File: config.mk
export PLATFORM = sky130hd
export DESIGN_NAME = i2c_target_register_window_core
export DESIGN_NICKNAME = d
export VERILOG_FILES = /design/src/i2crw_pkg.sv /design/src/i2crw_regfile.sv /design/src/i2c_target_register_window_core.sv
export SDC_FILE = /design/constraint.sdc
export NUM_CORES = 1
export LEC_CHECK = 0
export BUFFER_PORTS_ARGS = -buffer_cell sky130_fd_sc_hd__buf_2
export CORE_MARGIN = 8
export CORE_UTILIZATION = 40
export CTS_BUF_LIST = sky130_fd_sc_hd__clkbuf_4 sky130_fd_sc_hd__clkbuf_8 sky130_fd_sc_hd__clkbuf_16
export DETAILED_ROUTE_END_ITERATION = 6
export HOLD_SLACK_MARGIN = 0.05
export PLACE_DENSITY = 0.62
export SKIP_LAST_GASP = 1
export SLEW_MARGIN = 20
export SYNTH_ARGS = -nofsm -noshare
export SYNTH_HDL_FRONTEND = slang
export SYNTH_SLANG_ARGS = --single-unit
File: constraint.sdc
create_clock -name aclk -period 6.4 [get_ports aclk]
set_clock_uncertainty 0.05 [all_clocks]
set_input_delay 1.6 -clock aclk [delete_from_list [all_inputs] [get_ports aclk]]
set_output_delay 1.6 -clock aclk [all_outputs]
set_load 0.02 [all_outputs]
File: src/i2crw_pkg.sv
// Shared types and constants for the I2C target register window.
// Used by every module of the block; depends on nothing else.

package i2crw_pkg;

    // Bus and sample event kinds, carried on the input tuser.
    typedef enum logic [2:0] {
        MODE_WR_ADDR = 3'd0,
        MODE_WR_DATA = 3'd1,
        MODE_RD_ADDR = 3'd2,
        MODE_RD_DATA = 3'd3,
        MODE_END     = 3'd4,
        MODE_SAMPLE  = 3'd5
    } mode_t;

    localparam int S_TDATA_W = 32;
    localparam int S_TUSER_W = 3;
    localparam int M_TDATA_W = 32;
    localparam int M_TUSER_W = 1;

    localparam logic [7:0] PAST_END_BYTE    = 8'hFF;
    localparam logic [7:0] TABLE_RESET_BYTE = 8'hFE;
    localparam logic [7:0] COMMAND_COUNT    = 8'd2;

    // One accepted input event.
    typedef struct packed {
        logic [15:0] sample_value;
        logic [1:0]  sample_channel;
        logic [7:0]  data_byte;
        mode_t       mode;
    } item_t;

    // One result beat.
    typedef struct packed {
        logic [7:0] command_second;
        logic [7:0] command_first;
        logic       command_pending;
        logic       tx_valid;
        logic [7:0] tx_byte;
    } result_t;

endpackage

File: src/i2crw_regfile.sv
// State of the register window (receive store, transmit table, read pointer,
// command flag) and the single-pass step logic. Depends on i2crw_pkg.

module i2crw_regfile #(
    parameter int TX_BYTES = 8,
    parameter int RX_BYTES = 3,
    parameter int CHANNELS = 4
) (
    input  logic              aclk,
    input  logic              aresetn,
    input  logic              step_en,
    input  i2crw_pkg::item_t  item,
    output i2crw_pkg::result_t res
);

    localparam int IDX_W = $clog2(TX_BYTES);
    localparam int POS_W = $clog2(RX_BYTES);

    logic [7:0]       rx_store_reg  [RX_BYTES];
    logic [7:0]       rx_store_next [RX_BYTES];
    logic [POS_W-1:0] rx_pos_reg;
    logic [POS_W-1:0] rx_pos_next;
    logic [7:0]       tx_table_reg  [TX_BYTES];
    logic [7:0]       tx_table_next [TX_BYTES];
    logic [7:0]       rd_ptr_reg;
    logic [7:0]       rd_ptr_next;
    logic             cmd_flag_reg;
    logic             cmd_flag_next;

    always_comb begin
        rx_store_next = rx_store_reg;
        rx_pos_next   = rx_pos_reg;
        tx_table_next = tx_table_reg;
        rd_ptr_next   = rd_ptr_reg;
        cmd_flag_next = cmd_flag_reg;
        res.tx_byte   = 8'd0;
        res.tx_valid  = 1'b0;
        case (item.mode)
            i2crw_pkg::MODE_WR_ADDR: begin
                rx_pos_next = '0;
            end
            i2crw_pkg::MODE_WR_DATA: begin
                rx_store_next[rx_pos_reg] = item.data_byte;
                rx_pos_next = (rx_pos_reg == POS_W'(RX_BYTES - 1))
                            ? '0 : rx_pos_reg + POS_W'(1);
            end
            i2crw_pkg::MODE_RD_ADDR, i2crw_pkg::MODE_RD_DATA: begin
                res.tx_valid = 1'b1;
                res.tx_byte  = (rd_ptr_reg < 8'(TX_BYTES))
                             ? tx_table_reg[rd_ptr_reg[IDX_W-1:0]]
                             : i2crw_pkg::PAST_END_BYTE;
                rd_ptr_next  = rd_ptr_reg + 8'd1;
            end
            i2crw_pkg::MODE_END: begin
                if (8'(rx_pos_reg) == i2crw_pkg::COMMAND_COUNT) begin
                    cmd_flag_next = 1'b1;
                end else begin
                    rd_ptr_next = rx_store_reg[0];
                end
            end
            i2crw_pkg::MODE_SAMPLE: begin
                if (6'(item.sample_channel) < 6'(CHANNELS)) begin
                    for (int i = 0; i < TX_BYTES; i++) begin
                        if (7'(i) == {4'b0, item.sample_channel, 1'b0}) begin
                            tx_table_next[i] = item.sample_value[15:8];
                        end
                        if (7'(i) == {4'b0, item.sample_channel, 1'b1}) begin
                            tx_table_next[i] = item.sample_value[7:0];
                        end
                    end
                end
            end
            default: begin
            end
        endcase
        res.command_pending = cmd_flag_next;
        res.command_first   = rx_store_next[0];
        res.command_second  = rx_store_next[1];
    end

    always_ff @(posedge aclk) begin
        if (!aresetn) begin
            for (int i = 0; i < RX_BYTES; i++) begin
                rx_store_reg[i] <= 8'd0;
            end
            for (int i = 0; i < TX_BYTES; i++) begin
                tx_table_reg[i] <= i2crw_pkg::TABLE_RESET_BYTE;
            end
            rx_pos_reg   <= '0;
            rd_ptr_reg   <= 8'd0;
            cmd_flag_reg <= 1'b0;
        end else if (step_en) begin
            rx_store_reg <= rx_store_next;
            tx_table_reg <= tx_table_next;
            rx_pos_reg   <= rx_pos_next;
            rd_ptr_reg   <= rd_ptr_next;
            cmd_flag_reg <= cmd_flag_next;
        end
    end

endmodule

File: src/i2c_target_register_window_core.sv
// A beat accepted on s_ passes through the input register, then the result register, before m_ shows it.
// Throughput: one beat per cycle while the sink takes every result beat.
// While a result waits in the result register, the input register takes at most one more beat.
// Reset (aresetn low, synchronous) empties both registers, clears the receive store,
// pointer and command flag, and fills the transmit table with 0xFE.
// Depends on i2crw_pkg and i2crw_regfile.

module i2c_target_register_window_core #(
    parameter int TX_BYTES = 8,
    parameter int RX_BYTES = 3,
    parameter int CHANNELS = 4
) (
    input  logic                            aclk,
    input  logic                            aresetn,
    input  logic                            s_tvalid,
    output logic                            s_tready,
    // tdata from bit 0: data_byte[7:0], sample_channel[9:8], sample_value[25:10], zeros above.
    input  logic [i2crw_pkg::S_TDATA_W-1:0] s_tdata,
    // tuser: mode[2:0].
    input  logic [i2crw_pkg::S_TUSER_W-1:0] s_tuser,
    output logic                            m_tvalid,
    input  logic                            m_tready,
    // tdata from bit 0: tx_byte[7:0], command_pending[8], command_first[16:9],
    // command_second[24:17], zeros above.
    output logic [i2crw_pkg::M_TDATA_W-1:0] m_tdata,
    // tuser: tx_valid[0].
    output logic [i2crw_pkg::M_TUSER_W-1:0] m_tuser
);

    // Input register: holds one accepted beat until the step logic consumes it.
    logic              in_valid_reg;
    logic              in_valid_next;
    i2crw_pkg::item_t  in_item_reg;
    i2crw_pkg::item_t  in_item_next;

    // Result register: holds one finished result until the sink takes it.
    logic               out_valid_reg;
    logic               out_valid_next;
    i2crw_pkg::result_t out_res_reg;
    i2crw_pkg::result_t out_res_next;

    i2crw_pkg::result_t step_res;
    logic               step_en;
    logic               s_fire;

    // The held beat is processed, and the state updated, exactly when its result can be
    // written into the result register: that register is empty or is being emptied now.
    assign step_en  = in_valid_reg && (!out_valid_reg || m_tready);
    assign s_tready = !in_valid_reg || step_en;
    assign s_fire   = s_tvalid && s_tready;

    always_comb begin
        in_item_next.mode           = i2crw_pkg::mode_t'(s_tuser);
        in_item_next.data_byte      = s_tdata[7:0];
        in_item_next.sample_channel = s_tdata[9:8];
        in_item_next.sample_value   = s_tdata[25:10];
        in_valid_next = s_fire ? 1'b1 : (step_en ? 1'b0 : in_valid_reg);
        out_valid_next = step_en ? 1'b1 : (m_tready ? 1'b0 : out_valid_reg);
        out_res_next   = step_res;
    end

    i2crw_regfile #(
        .TX_BYTES (TX_BYTES),
        .RX_BYTES (RX_BYTES),
        .CHANNELS (CHANNELS)
    ) u_regfile (
        .aclk    (aclk),
        .aresetn (aresetn),
        .step_en (step_en),
        .item    (in_item_reg),
        .res     (step_res)
    );

    always_ff @(posedge aclk) begin
        if (!aresetn) begin
            in_valid_reg  <= 1'b0;
            out_valid_reg <= 1'b0;
        end else begin
            in_valid_reg  <= in_valid_next;
            out_valid_reg <= out_valid_next;
        end
    end

    // Payload registers carry no reset.
    always_ff @(posedge aclk) begin
        if (s_fire) begin
            in_item_reg <= in_item_next;
        end
        if (step_en) begin
            out_res_reg <= out_res_next;
        end
    end

    assign m_tvalid = out_valid_reg;
    assign m_tdata  = {7'd0, out_res_reg.command_second, out_res_reg.command_first,
                       out_res_reg.command_pending, out_res_reg.tx_byte};
    assign m_tuser  = out_res_reg.tx_valid;

endmodule

==> impl_metrics.py <==
metrics = {
    "placement": {
        "dp_slack_ns": 2.06,
        "port_buffers": 60,
        "gp_congestion": 0.765,
        "place_hpwl_um": 9190,
    },
    "timing": {
        "final.period_utilization_pct": 60.7,
        "finalMaxSlewViolations": 0,
        "setup_slack_ns": 2.51,
        "rsz0062_at_grt": "no",
        "slew_headroom_pct": 25.7,
        "max_slew.worst_pin.slew_ns": 1.11,
        "min_period_ns": 3.89,
        "tns_ns": 0,
        "timing.hold.ws_ns": 0.412,
        "setup-violations-final": 0,
        "fmax_mhz": 257,
        "hold_viol": 0,
    },
    "clock_network": {
        "path_clk_slew_ns": 0.06,
        "cts_buffers": 17,
        "hold_buffers": 0,
        "clkLatencyLatePin_ns": 0.42,
        "cts_tree": "yes",
        "cts.path.max_buffers": 2,
        "cts_resized": 0,
        "cts_root_buf": "clkbuf_16",
        "post-cts-setup-buffers": 0,
        "cts_htree_levels": 4,
        "cts_sinks": 148,
    },
    "setup_path": {
        "regToRegStartpoint": "in_item_reg[1]$_DFFE_PP_",
        "end_kind": "flip-flop",
        "critPathRequiredTime_ns": 6.62,
        "startpoint_type": "input port",
        "crit_arrival_ns": 4.11,
        "criticalPathCategory": "in2reg",
        "cp_max_fo": 44,
        "crit_start": "aresetn",
    },
    "grt": {
        "antenna_found_initial": 0,
        "grt_pass1_wl_um": 22400,
        "grt_pass1_vias": 4319,
        "overflow": 0,
        "grt_max_degree": 45,
        "grt_usage_pct": 14.5,
    },
    "job": {
        "drv_cap": 0,
    },
    "floorplanning": {
        "io-pin-count": 74,
        "die_area_um2": 19400,
        "rows": 45,
        "die_w_um": 139,
        "core_um2": 15000,
        "fp.dieH_um": 139,
        "start_util_pct": 40.5,
    },
    "pwr": {
        "power.density_nw_per_um2": 293,
        "ir_drop_v": 0.000128,
        "leakagePower_nw": 2.81,
        "totalPowerFinal_w": 0.00206,
    },
    "final_layout": {
        "final_net_count": 634,
        "largest_reg_flops": 64,
        "drive_above_1_share_pct": 20.4,
        "fillers": 1396,
        "diodes": 0,
        "area_growth_pct": 15.7,
        "multiInputGateArea_um2": 2330,
        "ff_latch_area_um2": 3510,
    },
    "synth": {
        "syn_area_um2": 6090,
        "postSynthCellCount": 548,
        "ys_ff_latch": 148,
        "synth_area_leaders": "dfxtp_1, edfxtp_1, mux2i_1",
        "yosysTopAreaCell": "dfxtp_1",
        "synth_edf_count": 55,
        "synth_top_area_share_pct": 30.6,
        "yosys.cell_count.top_type": "dfxtp_1",
        "avgSynthCellArea_um2": 11.1,
        "synth_cell_types": 48,
        "ys.flop_type": "dfxtp_1",
        "synth_commonest_cells": "dfxtp_1, nor2_1, edfxtp_1",
        "ys_warn_count": 0,
        "yosysSeqAreaShare_pct": 57.7,
        "ys_async_sr_fraction_pct": 0,
    },
    "drt": {
        "drc": 0,
        "dr.pass1.iters": 5,
        "wl_um": 13600,
        "vias_per_cell": 5.36,
        "drtIter0Drc": 393,
        "wl_per_cell_um": 17.1,
        "num_vias": 4263,
        "ant_nets": 0,
    },
    "min_path": {
        "min-delay-start": "u_regfile.tx_table_reg[48]$_SDFFE_PN0P_",
        "hold_path.class": "reg2reg",
    },
    "status": {
        "status": "finished clean",
    },
}
per-layer routing:
| metal | routed length [um] | track usage (%) |
|---|---|---|
| met5 | 0 | 0 |
| met4 | 217 | 6.01 |
| met3 | 758 | 3.97 |
| met2 | 6420 | 22.9 |
| met1 | 6220 | 18.4 |
where the power goes:
group	switching (W)	leakage, nW	total, W	internal, W
Sequential	0.0000177	1.29	0.00102	0.00100
Combinational	0.0000655	1.24	0.0000938	0.0000283
Clock	0.000367	0.283	0.000952	0.000585
critical path, stage by stage:
cell and delay [ns]:
buf_2 0.61, clkinv_1 1.03, buf_4 0.57, nor2_1 0.18, mux2i_1 0.09
logic make-up after synthesis:
| group | count (synthesis) | share of synthesized area, % |
|---|---|---|
| muxes | 67 | 14.5 |
| buffers and inverters | 62 | 4.52 |
| DFF | 148 | 57.7 |
| and+or+nand+nor | 157 | 11.3 |
| other | 1 | 0.0615 |
| AOI/OAI and AO/OA | 112 | 11.8 |
| adders and majority gates | 1 | 0.205 |
per-stage QoR:
stage | instance area [um2] | cells | util [%]
after detailed placement | 6480 | 763 | 43.1
after floorplan | 6120 | 554 | -
after global routing | 7050 | 795 | 46.9
after global placement | 6480 | 763 | 43.1
final | 7050 | 795 | 46.9
after CTS | 7050 | 795 | 46.9
placed cells by master, fill, tap and decap left out, drive strengths merged, types with 15 or more instances in the layout:
master	netlist	routed
clkbuf	25	20
edfxtp	55	55
dfxtp	93	93
mux2i	43	43
inv	17	16
mux4	16	16
buf	19	65
o211ai	30	30
nand2	48	48
nand3	15	15
o21ai	42	42
nor2	65	65
worst paths after layout:
check	endpoint	slack (ns)	depth (start not counted)
hold / removal	u_regfile.tx_table_reg[48]$_SDFFE_PN0P_	0.41	2
setup / recovery	u_regfile.tx_table_reg[54]$_SDFFE_PN1P_	2.51	5
hold reg to reg	u_regfile.tx_table_reg[48]$_SDFFE_PN0P_	0.41	2
setup reg to reg	u_regfile.tx_table_reg[21]$_SDFFE_PN1P_	3.53	4
final cells by class:
| cell class | count | share of cell area, % |
|---|---|---|
| timing repair buffer | 65 | 4.79 |
| inverter | 18 | 0.976 |
| multi-input combinational | 344 | 33.0 |
| clock buffer | 20 | 6.44 |
| tap | 188 | 3.34 |
| clock inverter | 12 | 1.61 |
| sequential | 148 | 49.8 |
Note: power is estimated with default switching activity, not from simulation.
